$ cat config.mk
export PLATFORM = sky130hd
export DESIGN_NAME = byte_stream_frame_extractor
export DESIGN_NICKNAME = d
export VERILOG_FILES = /design/src/rtl/core/bsfe_pkg.sv /design/src/rtl/core/byte_stream_frame_extractor.sv /design/src/rtl/core/bsfe_cell.sv
export VERILOG_INCLUDE_DIRS = /design/src /design/src/rtl/core
export SDC_FILE = /design/constraint.sdc
export NUM_CORES = 2
export LEC_CHECK = 0
export BUFFER_PORTS_ARGS = -buffer_cell sky130_fd_sc_hd__buf_2
export CAP_MARGIN = 10
export CORE_ASPECT_RATIO = 1.5
export CORE_MARGIN = 3
export CORE_UTILIZATION = 55
export CTS_CLUSTER_SIZE = 14
export DETAILED_ROUTE_END_ITERATION = 12
export PLACE_DENSITY = 0.81
export SLEW_MARGIN = 20
export SYNTH_ARGS = -nofsm -noshare
export SYNTH_HDL_FRONTEND = slang
export SYNTH_SLANG_ARGS = --single-unit
$ cat constraint.sdc
create_clock -name clk_i -period 45.5 [get_ports clk_i]
set_input_delay 4.55 -clock clk_i [delete_from_list [all_inputs] [get_ports clk_i]]
set_output_delay 4.55 -clock clk_i [all_outputs]
set_load 0.01 [all_outputs]
$ cat src/rtl/core/byte_stream_frame_extractor_defines.svh
// assertion macros for the frame extractor
`ifndef BYTE_STREAM_FRAME_EXTRACTOR_DEFINES_SVH
`define BYTE_STREAM_FRAME_EXTRACTOR_DEFINES_SVH

`ifndef SYNTHESIS
`define BSFE_ASSERT(name, prop) \
  name: assert property (@(posedge clk_i) disable iff (!rst_ni) (prop)) \
    else $error("bsfe assertion failed");
`define BSFE_ASSERT_NEXT(name, pre, post) \
  name: assert property (@(posedge clk_i) disable iff (!rst_ni) (pre) |=> (post)) \
    else $error("bsfe assertion failed");
`else
`define BSFE_ASSERT(name, prop)
`define BSFE_ASSERT_NEXT(name, pre, post)
`endif

`endif

$ cat src/rtl/core/bsfe_pkg.sv
package bsfe_pkg;

  localparam int BufferDepthDef = 64;
  localparam int FlagBytes      = 4;

  // register reset values
  localparam logic [1:0]  FrameModeRst  = 2'd0;
  localparam logic [6:0]  MaxFrameRst   = 7'd64;
  localparam logic [6:0]  FixedLenRst   = 7'd8;

  typedef enum logic [1:0] {
    MODE_PASS  = 2'd0,
    MODE_FIXED = 2'd1,
    MODE_FLAGS = 2'd2,
    MODE_LEN   = 2'd3
  } frame_mode_e;

  typedef enum logic [3:0] {
    REG_FRAME_MODE = 4'd0,
    REG_MAX_FRAME  = 4'd1,
    REG_FIXED_LEN  = 4'd2,
    REG_START_FLAG = 4'd3,
    REG_END_FLAG   = 4'd4,
    REG_FLAG_LENS  = 4'd5,
    REG_LEN_LAYOUT = 4'd6,
    REG_LEN_ADJ    = 4'd7
  } cfg_reg_e;

  typedef enum logic [2:0] {
    ST_IDLE,
    ST_OVF,
    ST_SCAN,
    ST_SRCH,
    ST_EMIT
  } state_e;

  typedef enum logic [1:0] {
    ACT_WAIT,
    ACT_DROP,
    ACT_EMIT,
    ACT_SEARCH
  } act_e;

  // strobes shared by every cell of the row
  typedef struct packed {
    logic shift_main;
    logic load_scan;
    logic shift_scan;
  } cell_ctrl_t;

endpackage

$ cat src/rtl/core/byte_stream_frame_extractor.sv
// Byte stream frame extractor. Bytes come in on the s_axis side one per
// request and are held in a row of cells; complete frames leave on the
// m_axis side one byte per request with tlast on the final byte, and an
// overflow leaves as a single request with tdata zero, tlast and tuser set.
// Each byte is accepted, then the held bytes are decided on; every byte sent
// out and every byte dropped is a further step. Flag and length field
// searches walk a probe copy of the row one cell per cycle. Configuration
// is taken at any time but must only change while the block is idle.
`include "byte_stream_frame_extractor_defines.svh"

module byte_stream_frame_extractor
  import bsfe_pkg::*;
#(
  parameter int BufferDepth = BufferDepthDef
) (
  input  logic        clk_i,
  input  logic        rst_ni,
  input  logic        s_axis_tvalid_i,
  output logic        s_axis_tready_o,
  input  logic [7:0]  s_axis_tdata_i,   // rx_byte
  output logic        m_axis_tvalid_o,
  input  logic        m_axis_tready_i,
  output logic [7:0]  m_axis_tdata_o,   // frame_byte
  output logic        m_axis_tlast_o,   // frame_last
  output logic        m_axis_tuser_o,   // overflow
  input  logic        cfg_valid_i,
  output logic        cfg_ready_o,
  input  logic [3:0]  cfg_index_i,
  input  logic [31:0] cfg_data_i
);

  localparam int CntW = $clog2(BufferDepth + 1);
  localparam int IdxW = $clog2(BufferDepth);

  // configuration registers
  frame_mode_e        mode_q;
  logic [6:0]         max_frame_q, fixed_len_q;
  logic [31:0]        start_flag_q, end_flag_q;
  logic [5:0]         flag_lens_q;
  logic [8:0]         len_layout_q;
  logic [7:0]         len_adj_q;

  assign cfg_ready_o = 1'b1;

  always_ff @(posedge clk_i or negedge rst_ni) begin
    if (!rst_ni) begin
      mode_q       <= frame_mode_e'(FrameModeRst);
      max_frame_q  <= MaxFrameRst;
      fixed_len_q  <= FixedLenRst;
      start_flag_q <= '0;
      end_flag_q   <= '0;
      flag_lens_q  <= '0;
      len_layout_q <= '0;
      len_adj_q    <= '0;
    end else if (cfg_valid_i) begin
      unique case (cfg_reg_e'(cfg_index_i))
        REG_FRAME_MODE: mode_q       <= frame_mode_e'(cfg_data_i[1:0]);
        REG_MAX_FRAME:  max_frame_q  <= cfg_data_i[6:0];
        REG_FIXED_LEN:  fixed_len_q  <= cfg_data_i[6:0];
        REG_START_FLAG: start_flag_q <= cfg_data_i;
        REG_END_FLAG:   end_flag_q   <= cfg_data_i;
        REG_FLAG_LENS:  flag_lens_q  <= cfg_data_i[5:0];
        REG_LEN_LAYOUT: len_layout_q <= cfg_data_i[8:0];
        REG_LEN_ADJ:    len_adj_q    <= cfg_data_i[7:0];
        default: ;
      endcase
    end
  end

  // control state
  state_e          state_q, state_d;
  logic [CntW-1:0] held_q, held_d;
  logic [CntW-1:0] q_q, q_d;
  logic [CntW-1:0] rem_q, rem_d;
  logic            m_valid_q, m_valid_d;
  logic [7:0]      m_byte_q, m_byte_d;
  logic            m_last_q, m_last_d;
  logic            m_ovf_q, m_ovf_d;

  logic       in_acc, ovf_hit, can_load, out_load, append;
  cell_ctrl_t ctrl;
  act_e       act;
  logic [7:0] emit_len;

  logic [7:0] main_w [BufferDepth];
  logic [7:0] scan_w [BufferDepth];

  // row of cells
  for (genvar i = 0; i < BufferDepth; i++) begin : g_cell
    logic [7:0] main_next, scan_next;
    if (i == BufferDepth - 1) begin : g_end
      assign main_next = '0;
      assign scan_next = '0;
    end else begin : g_mid
      assign main_next = main_w[i+1];
      assign scan_next = scan_w[i+1];
    end
    bsfe_cell u_cell (
      .clk_i       (clk_i),
      .ctrl_i      (ctrl),
      .wr_en_i     (append && (held_q[IdxW-1:0] == IdxW'(i))),
      .wr_byte_i   (s_axis_tdata_i),
      .main_next_i (main_next),
      .scan_next_i (scan_next),
      .main_o      (main_w[i]),
      .scan_o      (scan_w[i])
    );
  end

  // derived settings
  logic [2:0]  s_raw, e_raw, s_len, e_len;
  logic [5:0]  fld_pos;
  logic [2:0]  fld_sz;
  logic        fld_big;
  logic [7:0]  held8, limit, min_len;

  always_comb begin
    s_raw   = flag_lens_q[2:0];
    e_raw   = flag_lens_q[5:3];
    s_len   = (s_raw > 3'(FlagBytes)) ? 3'(FlagBytes) : s_raw;
    e_len   = (e_raw > 3'(FlagBytes)) ? 3'(FlagBytes) : e_raw;
    fld_pos = len_layout_q[5:0];
    fld_sz  = {1'b0, len_layout_q[7:6]} + 3'd1;
    fld_big = len_layout_q[8];
    held8   = 8'(held_q);
    limit   = ({1'b0, max_frame_q} < 8'(BufferDepth)) ? {1'b0, max_frame_q}
                                                       : 8'(BufferDepth);
    min_len = 8'(fld_pos) + 8'(fld_sz);
  end

  // flag compares on the first cells of the row and of the probe
  logic start_ok, end_ok;

  always_comb begin
    start_ok = 1'b1;
    end_ok   = 1'b1;
    for (int j = 0; j < 4; j++) begin
      if (3'(j) < s_len && 8'(j) < held8 && main_w[j] != start_flag_q[8*j +: 8]) begin
        start_ok = 1'b0;
      end
      if (3'(j) < e_len && scan_w[j] != end_flag_q[8*j +: 8]) begin
        end_ok = 1'b0;
      end
    end
  end

  // length field value from the probe front
  logic [31:0]       fld_val;
  logic [1:0]        fld_idx;
  logic signed [9:0] total;

  always_comb begin
    fld_val = '0;
    fld_idx = '0;
    for (int i = 0; i < 4; i++) begin
      fld_idx = fld_big ? 2'(i) : 2'(fld_sz - 3'(i) - 3'd1);
      if (3'(i) < fld_sz) begin
        fld_val = {fld_val[23:0], scan_w[fld_idx]};
      end
    end
    total = $signed(10'(min_len)) + $signed(10'(fld_val[6:0]))
          + $signed({{2{len_adj_q[7]}}, len_adj_q});
  end

  // what to do with the held bytes this cycle
  always_comb begin
    act      = ACT_WAIT;
    emit_len = '0;
    case (state_q)
      ST_SCAN: begin
        if (held_q != '0) begin
          case (mode_q)
            MODE_PASS: begin
              act      = ACT_EMIT;
              emit_len = held8;
            end
            MODE_FIXED: begin
              if (fixed_len_q != '0 && held8 >= {1'b0, fixed_len_q}) begin
                act      = ACT_EMIT;
                emit_len = {1'b0, fixed_len_q};
              end
            end
            MODE_FLAGS: begin
              if (s_len != '0 && !start_ok) begin
                act = ACT_DROP;
              end else if (held8 >= 8'(s_len) && e_len != '0) begin
                act = ACT_SEARCH;
              end
            end
            default: begin
              if (held8 >= min_len) begin
                act = ACT_SEARCH;
              end
            end
          endcase
        end
      end
      ST_SRCH: begin
        case (mode_q)
          MODE_FLAGS: begin
            if (8'(q_q) < 8'(s_len)) begin
              act = ACT_SEARCH;
            end else if (8'(q_q) + 8'(e_len) > held8) begin
              act = ACT_WAIT;
            end else if (end_ok) begin
              act      = ACT_EMIT;
              emit_len = 8'(q_q) + 8'(e_len);
            end else begin
              act = ACT_SEARCH;
            end
          end
          MODE_LEN: begin
            if (8'(q_q) < 8'(fld_pos)) begin
              act = ACT_SEARCH;
            end else if (fld_val > 32'(max_frame_q) || total < 10'sd1) begin
              act = ACT_DROP;
            end else if ($signed(10'(held_q)) >= total) begin
              act      = ACT_EMIT;
              emit_len = 8'(total);
            end
          end
          default: act = ACT_WAIT;
        endcase
      end
      default: act = ACT_WAIT;
    endcase
  end

  assign in_acc   = s_axis_tvalid_i && s_axis_tready_o;
  assign ovf_hit  = (held8 + 8'd1) > limit;
  assign can_load = !m_valid_q || m_axis_tready_i;

  // next state
  always_comb begin
    state_d = state_q;
    unique case (state_q)
      ST_IDLE: if (in_acc) state_d = ovf_hit ? ST_OVF : ST_SCAN;
      ST_OVF:  if (can_load) state_d = ST_IDLE;
      ST_SCAN, ST_SRCH: begin
        unique case (act)
          ACT_WAIT:   state_d = ST_IDLE;
          ACT_DROP:   state_d = ST_SCAN;
          ACT_EMIT:   state_d = ST_EMIT;
          ACT_SEARCH: state_d = ST_SRCH;
          default:    state_d = ST_IDLE;
        endcase
      end
      ST_EMIT: if (can_load && rem_q == CntW'(1)) state_d = ST_SCAN;
      default: state_d = ST_IDLE;
    endcase
  end

  // strobes
  always_comb begin
    s_axis_tready_o = (state_q == ST_IDLE);
    append          = in_acc && !ovf_hit;
    out_load        = (state_q == ST_OVF || state_q == ST_EMIT) && can_load;
    ctrl.shift_main = (state_q == ST_EMIT && can_load)
                   || ((state_q == ST_SCAN || state_q == ST_SRCH) && act == ACT_DROP);
    ctrl.load_scan  = (state_q == ST_SCAN) && act == ACT_SEARCH;
    ctrl.shift_scan = (state_q == ST_SRCH) && act == ACT_SEARCH;
  end

  // counters and output register
  always_comb begin
    held_d    = held_q;
    q_d       = q_q;
    rem_d     = rem_q;
    m_valid_d = m_valid_q && !m_axis_tready_i;
    m_byte_d  = m_byte_q;
    m_last_d  = m_last_q;
    m_ovf_d   = m_ovf_q;
    if (in_acc) begin
      held_d = ovf_hit ? '0 : held_q + CntW'(1);
    end
    if (ctrl.shift_main) begin
      held_d = held_q - CntW'(1);
    end
    if (ctrl.load_scan) begin
      q_d = '0;
    end else if (ctrl.shift_scan) begin
      q_d = q_q + CntW'(1);
    end
    if ((state_q == ST_SCAN || state_q == ST_SRCH) && act == ACT_EMIT) begin
      rem_d = CntW'(emit_len);
    end else if (state_q == ST_EMIT && can_load) begin
      rem_d = rem_q - CntW'(1);
    end
    if (out_load) begin
      m_valid_d = 1'b1;
      if (state_q == ST_OVF) begin
        m_byte_d = '0;
        m_last_d = 1'b1;
        m_ovf_d  = 1'b1;
      end else begin
        m_byte_d = main_w[0];
        m_last_d = (rem_q == CntW'(1));
        m_ovf_d  = 1'b0;
      end
    end
  end

  always_ff @(posedge clk_i or negedge rst_ni) begin
    if (!rst_ni) begin
      state_q   <= ST_IDLE;
      held_q    <= '0;
      q_q       <= '0;
      rem_q     <= '0;
      m_valid_q <= 1'b0;
    end else begin
      state_q   <= state_d;
      held_q    <= held_d;
      q_q       <= q_d;
      rem_q     <= rem_d;
      m_valid_q <= m_valid_d;
    end
  end

  always_ff @(posedge clk_i) begin
    m_byte_q <= m_byte_d;
    m_last_q <= m_last_d;
    m_ovf_q  <= m_ovf_d;
  end

  assign m_axis_tvalid_o = m_valid_q;
  assign m_axis_tdata_o  = m_byte_q;
  assign m_axis_tlast_o  = m_last_q;
  assign m_axis_tuser_o  = m_ovf_q;

  `BSFE_ASSERT(a_held_bound, held_q <= CntW'(BufferDepth))
  `BSFE_ASSERT_NEXT(a_accept_scans, in_acc && !ovf_hit, state_q == ST_SCAN)
  `BSFE_ASSERT_NEXT(a_emit_pops, state_q == ST_EMIT && can_load,
                    held_q == $past(held_q) - CntW'(1))
  `BSFE_ASSERT_NEXT(a_ovf_clears, in_acc && ovf_hit, held_q == '0)

endmodule

$ cat src/rtl/core/bsfe_cell.sv
module bsfe_cell
  import bsfe_pkg::*;
(
  input  logic       clk_i,
  input  cell_ctrl_t ctrl_i,
  input  logic       wr_en_i,
  input  logic [7:0] wr_byte_i,
  input  logic [7:0] main_next_i,
  input  logic [7:0] scan_next_i,
  output logic [7:0] main_o,
  output logic [7:0] scan_o
);

  logic [7:0] main_q, main_d;
  logic [7:0] scan_q, scan_d;

  // held byte: append, or take the neighbor's byte when the row moves up
  always_comb begin
    main_d = main_q;
    if (wr_en_i) begin
      main_d = wr_byte_i;
    end else if (ctrl_i.shift_main) begin
      main_d = main_next_i;
    end
  end

  // probe copy that walks toward the front during a search
  always_comb begin
    scan_d = scan_q;
    if (ctrl_i.load_scan) begin
      scan_d = main_q;
    end else if (ctrl_i.shift_scan) begin
      scan_d = scan_next_i;
    end
  end

  always_ff @(posedge clk_i) begin
    main_q <= main_d;
    scan_q <= scan_d;
  end

  assign main_o = main_q;
  assign scan_o = scan_q;

endmodule

; ---- Word-level counts from Yosys, hierarchy flattened
; Index checks and enable logic that the tools add are counted.
[totals]
regBits = 1162
inputBits = 49
[classes]
n_eq_ne = 92
mux = 327
n_bitwise = 4
n_reduce_logical = 184
magnitude_cmp = 33
addsub = 16
[op_table]
columns = cell, n
row1 = two-way mux 8 bit, 265
row2 = "== test 6 bit, second input constant", 32
row3 = nonzero test 2 bit, 67
row4 = two-way mux 7 bit, 16
row5 = binary-select mux 8 bit (select 3 bit), 4
row6 = "== test 6 x 5 -> 1 bit, second input constant", 16
row7 = two-way mux 32 bit, 3
row8 = logical AND 1 bit, 89
row9 = inequality test 8 bit, 8
row10 = "== test 6 x 4 -> 1 bit, second input constant", 8
row11 = case mux 7 bit (2 select lines), 3
row12 = greater-than comparator 32 x 7 -> 1 bit, 1
row13 = two-way mux 2 bit, 15
row14 = ">= comparator 3 x 7 -> 1 bit, second input constant", 4
row15 = "== test 6 x 3 -> 1 bit, second input constant", 4
row16 = case mux 3 bit (4 select lines), 2
row17 = "less-than comparator 1 x 3 -> 1 bit, first input constant", 6
row18 = "less-than comparator 2 x 3 -> 1 bit, first input constant", 6
row19 = "== test 4 x 3 -> 1 bit, second input constant", 4
row20 = greater-than comparator 8 x 7 -> 1 bit, 2
row21 = AND reduction 2 bit, 8
row22 = two-way mux 3 bit, 5
row23 = "adder 7 x 1 -> 7 bit, second input constant", 2
row24 = >= comparator 7 bit, 2
row25 = 44 further kinds, 84

; ---- Logic depth before layout (Yosys ltp)
[depth]
word_depth = 24
mapped_depth = 37

; ---- Modules after synthesis
; A second synthesis with hierarchy kept.
[unflattened]
cells_unflattened = 3515
area_unflattened_um2 = 59618.4
[by_module_without_submodules]
columns = module, cells_per_inst, area_per_inst_um2, seq_area_each_um2, instances
row1 = bsfe_cell, 36, 755.7, 480.5, 64
row2 = byte_stream_frame_extractor, 1211, 11252.0, 3505.9, 1

; ---- Least setup slack after synthesis
; Ideal clock, no wire load.
[synth_timing]
path_type = flip-flop to flip-flop
from = reg len_layout_q[6]
to = reg q_q[0]
t_arrival_ps = 15947
stages_incl_launch_ff = 33
t_required_ps = 44910
n_path_buf = 5
slack_ps = 28963
cell_sequence = dfrtp_1 -> buf_4 -> inv_1 -> ha_1 -> buf_2 -> buf_4 -> nor2_1 -> buf_2 -> mux4_2 -> nand2_1 -> o21ai_0 -> ha_1 -> a21o_1 -> a21oi_1 -> xnor2_1 -> ha_1 -> a21o_1 -> a21oi_1 -> nand2_1 -> xor2_1 -> inv_1 -> ha_1 -> o21ai_0 -> nand2b_1 -> a31o_2 -> nand3_1 -> a22oi_1 -> nand4_1 -> a2bb2oi_4 -> nand2_1 -> buf_2 -> inv_1 -> o21ai_0
[synth_between]
elab_chain_len = 22
word_cells_on_any_way = 56
classes_between = add/sub (10) / order compare (8) / eq/ne (1) / mux (29) / bitwise (4) / reduce/logical (4)
[synth_rtl]
columns = item, line_no
row1 = "start, declared", byte_stream_frame_extractor.sv:40  ; logic [8:0] len_layout_q;
row2 = "start signal, assigned", byte_stream_frame_extractor.sv:63  ; REG_LEN_LAYOUT: len_layout_q <= cfg_data_i[8:0];
row3 = adder 2 x 1 -> 3 bit (*), byte_stream_frame_extractor.sv:123  ; fld_sz = {1'b0, len_layout_q[7:6]} + 3'd1;
row4 = subtractor 2 x 1 -> 2 bit, byte_stream_frame_extractor.sv:156  ; fld_idx = fld_big ? 2'(i) : 2'(fld_sz - 3'(i) - 3'd1);
row5 = subtractor 2 x 1 -> 2 bit or two-way mux 2 bit (tied branches), byte_stream_frame_extractor.sv:156
row6 = two-way mux 2 bit or inverter 2 -> 3 bit (tied branches), "byte_stream_frame_extractor.sv:156, byte_stream_frame_extractor.sv:158"
row7 = inverter 2 -> 3 bit (implied by the code) or binary-select mux 8 bit (select 3 bit) (tied branches), byte_stream_frame_extractor.sv:158  ; fld_val = {fld_val[23:0], scan_w[fld_idx]};
row8 = binary-select mux 8 bit (select 3 bit) or two-way mux 8 bit (tied branches), byte_stream_frame_extractor.sv:158
row9 = two-way mux 8 bit (implied by the code), byte_stream_frame_extractor.sv:158
row10 = two-way mux 8 bit (on tied branches), "byte_stream_frame_extractor.sv:158, byte_stream_frame_extractor.sv:157"
row11 = (+6 left out), n/a
row12 = two-way mux 2 bit or logical OR 1 bit (tied branches), "byte_stream_frame_extractor.sv:217, byte_stream_frame_extractor.sv:215"
row13 = two-way mux 2 bit, byte_stream_frame_extractor.sv:215  ; end else if (fld_val > 32'(max_frame_q) || total < 10'sd1) begin
row14 = two-way mux 2 bit, byte_stream_frame_extractor.sv:213  ; if (8'(q_q) < 8'(fld_pos)) begin
row15 = case mux 2 bit (2 select lines), byte_stream_frame_extractor.sv:199  ; case (mode_q)
row16 = case mux 2 bit (2 select lines) (*), byte_stream_frame_extractor.sv:169  ; case (state_q)
row17 = == test 2 bit (*), "byte_stream_frame_extractor.sv:260, byte_stream_frame_extractor.sv:261"
row18 = logical AND 1 bit (on tied branches), "byte_stream_frame_extractor.sv:260, byte_stream_frame_extractor.sv:261"
row19 = two-way mux 7 bit or nonzero test 2 bit (tied branches), n/a
row20 = "end signal, assigned", byte_stream_frame_extractor.sv:313  ; q_q <= q_d;
row21 = "end, declared", byte_stream_frame_extractor.sv:73  ; logic [CntW-1:0] q_q, q_d;
; Mark *: on every way between the ends. The rest lies on a longest branch, timed or not. The select of a mux whose other input is x is not followed.
; A chain may end at the register's enable or synchronous reset.

; ---- Worst setup path in the final report
[layout_timing]
from = reg len_layout_q[6]
to = reg g_cell[56].u_cell.scan_q[2], enable pin
[layout_between]
elab_chain_len = 22
word_cells_on_any_way = 55
classes_between = add/sub (10) / order compare (8) / eq/ne (1) / mux (28) / bitwise (4) / reduce/logical (4)
[layout_rtl]
columns = item, line_no
row1 = adder 2 x 1 -> 3 bit (*), byte_stream_frame_extractor.sv:123
row2 = subtractor 2 x 1 -> 2 bit, byte_stream_frame_extractor.sv:156
row3 = subtractor 2 x 1 -> 2 bit or two-way mux 2 bit (tied branches), byte_stream_frame_extractor.sv:156
row4 = two-way mux 2 bit or inverter 2 -> 3 bit (tied branches), "byte_stream_frame_extractor.sv:156, byte_stream_frame_extractor.sv:158"
row5 = inverter 2 -> 3 bit (implied by the code) or binary-select mux 8 bit (select 3 bit) (tied branches), byte_stream_frame_extractor.sv:158
row6 = binary-select mux 8 bit (select 3 bit) or two-way mux 8 bit (tied branches), byte_stream_frame_extractor.sv:158
row7 = two-way mux 8 bit (implied by the code), byte_stream_frame_extractor.sv:158
row8 = two-way mux 8 bit (on tied branches), "byte_stream_frame_extractor.sv:158, byte_stream_frame_extractor.sv:157"
row9 = (+6 left out), n/a
row10 = two-way mux 2 bit or logical OR 1 bit (tied branches), "byte_stream_frame_extractor.sv:217, byte_stream_frame_extractor.sv:215"
row11 = two-way mux 2 bit, byte_stream_frame_extractor.sv:215
row12 = two-way mux 2 bit, byte_stream_frame_extractor.sv:213
row13 = case mux 2 bit (2 select lines), byte_stream_frame_extractor.sv:199
row14 = case mux 2 bit (2 select lines) (*), byte_stream_frame_extractor.sv:169
row15 = == test 2 bit (*), "byte_stream_frame_extractor.sv:260, byte_stream_frame_extractor.sv:261"
row16 = logical AND 1 bit (on tied branches), "byte_stream_frame_extractor.sv:261, byte_stream_frame_extractor.sv:260"
row17 = nonzero test 2 bit (no line) (*), n/a
row18 = "end signal, assigned", bsfe_cell.sv:39  ; scan_q <= scan_d;
row19 = "end, declared", bsfe_cell.sv:15  ; logic [7:0] scan_q, scan_d;
; Marked as above.

==> metrics.json <==
{
  "outcome": {
    "run_status": "complete, no violations"
  },
  "global_route": {
    "global_route_wire_length_before_repair_um": 196000,
    "grt_max_degree": 140,
    "grt_remaining_overflow": 0,
    "grt_usage_pct": 24.4,
    "number_of_antenna_violations_at_the_first_check_in_global_routing": 1,
    "grt_pass1_vias": 31700
  },
  "routing": {
    "ant_nets": 0,
    "avgViaCountPerCell": 6.21,
    "detail_route.drc_violations": 0,
    "number_of_drc_markers_in_iteration_0": 2625,
    "vias": 30300,
    "routed_wirelength_um": 130000,
    "first_pass_iters": 5,
    "post_drt_wl_per_cell_um": 26.7
  },
  "yosys": {
    "yosysMostFrequentCell": "edfxtp_1",
    "yosysTopAreaCellShare_pct": 54.7,
    "yosys_warnings": 0,
    "synth-main-ff-cell": "edfxtp_1",
    "yosys_reg_bits": 1162,
    "syn-cell-area_um2": 56700,
    "syn-mean-instance-area_um2": 16.4,
    "synth_edf_count": 1034,
    "total_nets_after_synthesis": 3587,
    "yosys-top-cells-count": "1,034 x edfxtp_1, 647 x mux2_2, 460 x mux2_4",
    "synth_top_cell_by_area": "edfxtp_1",
    "postSynth.asyncResetShare_pct": 11.0,
    "post_synth_num_cell_types": 85,
    "synth_area_leaders": "edfxtp_1 55%, mux2_2 13%, mux2_4 12%, dfrtp_1 5.6%, ha_1 1.9%",
    "synth_seq_area_share_pct": 60.4,
    "number_of_instances_in_the_synthesized_netlist": 3449
  },
  "cts": {
    "htree_num_levels": 3,
    "clkTransAtPathRegs_ns": 0.07,
    "clock_tree.buffer_depth": 3,
    "cts_tree": "yes",
    "cts.root.buffer_cell": "clkbuf_16",
    "clk-insertion-delay-late_ns": 0.73,
    "cts_made_buffers": 105,
    "hold_buffers": 0,
    "post-cts-setup-buffers": 0,
    "cts_resized": 0,
    "clock-sinks": 1162
  },
  "die": {
    "fp.dieArea_um2": 107000,
    "row_count": 143,
    "floorplan.initialDensity_pct": 55.7,
    "die_width_um": 268,
    "die_height_um": 399,
    "design.portCount": 62,
    "core_um2": 102000
  },
  "timing": {
    "finalCritPeriodShare_pct": 24.3,
    "final.setup.tns_ns": 0,
    "clock_tree_skew_after_final_layout_ns": 0.0661,
    "smallest_hold_slack_ns": 0.509,
    "grt_setup_unrepaired": "false",
    "slew_violations": 0,
    "worstMarginPinSlew_ns": 1.23,
    "setup_viol_count_final": 0,
    "finalHoldViolCount": 0,
    "maxClockFrequency_mhz": 90.4,
    "timing.final.crit_period_ns": 11.07,
    "worst_slew_margin_rel_pct": 17.4
  },
  "setup_path": {
    "cp_data_required_time_ns": 45.81,
    "critical_path.startpoint_type": "register",
    "worst-endpoint-arrival_ns": 11.38,
    "r2r_slack_ns": 34.43,
    "timing.critical_path.slowest_cell_delay_ns": 0.88,
    "worstSetupPathType": "register to register",
    "critical_path.n_buffers_inverters": 8,
    "slowest_stage": "buf_4",
    "critical_path_peak_fanout": 113,
    "crit_family": "buffers and inverters",
    "critical_path.most_common_cell": "buf_4",
    "end_kind": "register"
  },
  "placement": {
    "gp_congestion": 0.930,
    "port_buffers": 60,
    "dp_hpwl_um": 83400
  },
  "pwr": {
    "leakage_uw": 0.0226,
    "ir_worst_vdd_uv": 45.8,
    "power.density_cell_area_nw_per_um2": 56.0
  },
  "cells_and_area": {
    "post_route_cells_drive_above_1_share_pct": 39.1,
    "layout-area-overhead-vs-synth_pct": 7.29,
    "total_nets_final": 3623,
    "final_core_util_pct": 59.8,
    "layout.filler_cells": 7300
  },
  "run": {
    "max_cap_violations": 0
  },
  "worst_hold_path": {
    "worst_hold_path_type": "register to register"
  }
}
metal layers:
metal  global-route usage (%)  wire length [um]  vias up  share of wire [%]
li1                         -                 -    13300                  -
met1                     29.5             48900    15600                 38
met2                     42.5             66900     1040                 51
met3                     3.41              7150      319                5.5
met4                     12.4              7060        0                5.4
met5                        0                 0        -                  0
through the flow:
step | std cells | area [um2] | setup WS, ns | power (uW)
floorplan | 3449 | 56700 | 28.96 | 2260
global placement | 4683 | 57500 | 34.67 | 2530
detailed placement | 4683 | 57500 | 34.53 | 2550
CTS | 4874 | 60800 | 34.54 | 3420
global route | 4875 | 60800 | 33.70 | 3570
finish | 4876 | 60900 | 34.43 | 3410
registers in the layout, indices dropped and copies added (netlist names):
name,flops
g_cell.u_cell.main_o,512
g_cell.u_cell.scan_o,512
end_flag_q,32
start_flag_q,32
len_layout_q,9
len_adj_q,8
m_axis_tdata_o,8
fixed_len_q,7
held_q,7
max_frame_q,7
q_q,7
rem_q,7
flag_lens_q,6
state_q,3
mode_q,2
m_axis_tlast_o,1
m_axis_tuser_o,1
m_axis_tvalid_o,1
worst register-to-register path, delay by kind of cell, from the launching register on:
family,cells,cell delay [ns]
adders and majority gates,4,1.31
buffers and inverters,8,4.56
xor gates and xnor gates,2,0.46
muxes,2,0.49
AOI/OAI and AO/OA,8,2.38
DFF,1,0.32
and+or+nand+nor,6,1.14
logic make-up (layout without fill, tap and decap cells):
kind of cell	Yosys count	after routing	share of synthesized area [%]
adders and majority gates	89	89	2.02
and+or+nand+nor	393	393	3.44
AOI/OAI and AO/OA	327	327	3.85
buffers and inverters	245	365	3.13
muxes	1137	1137	25.7
other	1	3	0.00661
DFF	1162	1162	60.4
xor gates and xnor gates	95	95	1.47
power by group:
part | switching [uW] | internal (uW)
Combinational | 544 | 380
Sequential | 139 | 1480
Clock | 394 | 470
layout make-up:
cell class	instances	area, um2	area share, %
repair buffers	111	714	1.17
well taps	1305	1630	2.68
inverters	63	244	0.401
multi-input cells	2042	20700	34.0
diodes	2	5.00	0.00822
clock buffers	143	2770	4.55
clock inverters	48	510	0.839
flip-flops and latches	1162	34300	56.3
final timing paths:
| kind | from | endpoint | cells after the start |
|---|---|---|---|
| worst max-delay path | len_layout_q[6]$_DFFE_PN0P_ | g_cell[56].u_cell.scan_o[2]$_DFFE_PP_ | 30 |
| worst min-delay path | g_cell[36].u_cell.scan_o[6]$_DFFE_PP_ | g_cell[35].u_cell.scan_o[6]$_DFFE_PP_ | 1 |
| worst max register to register | len_layout_q[6]$_DFFE_PN0P_ | g_cell[56].u_cell.scan_o[2]$_DFFE_PP_ | 30 |
| worst min register to register | g_cell[36].u_cell.scan_o[6]$_DFFE_PP_ | g_cell[35].u_cell.scan_o[6]$_DFFE_PP_ | 1 |
| max in group asynchronous | rst_ni | start_flag_q[1]$_DFFE_PN0P_ | 2 |
| min in group asynchronous | rst_ni | end_flag_q[17]$_DFFE_PN0P_ | 1 |
cells in the final DEF (no fill, tap or decap), types with 19 or more instances in the layout:
| master | instances |
|---|---|
| ha_1 | 85 |
| dfrtp_1 | 126 |
| mux2_4 | 460 |
| mux2i_1 | 24 |
| xnor2_1 | 73 |
| mux2_2 | 647 |
| buf_4 | 49 |
| clkbuf_16 | 105 |
| nand2b_1 | 19 |
| nand3_1 | 26 |
| clkinv_1 | 20 |
| a21oi_1 | 39 |
| buf_2 | 59 |
| nor2b_1 | 23 |
| clkbuf_1 | 38 |
| nand4_1 | 26 |
| edfxtp_1 | 1034 |
| o21ai_1 | 50 |
| nor2_1 | 117 |
| inv_1 | 59 |
| o21ai_0 | 78 |
| nand2_1 | 89 |
| xor2_1 | 22 |
Power figures use the tool's default switching activity.
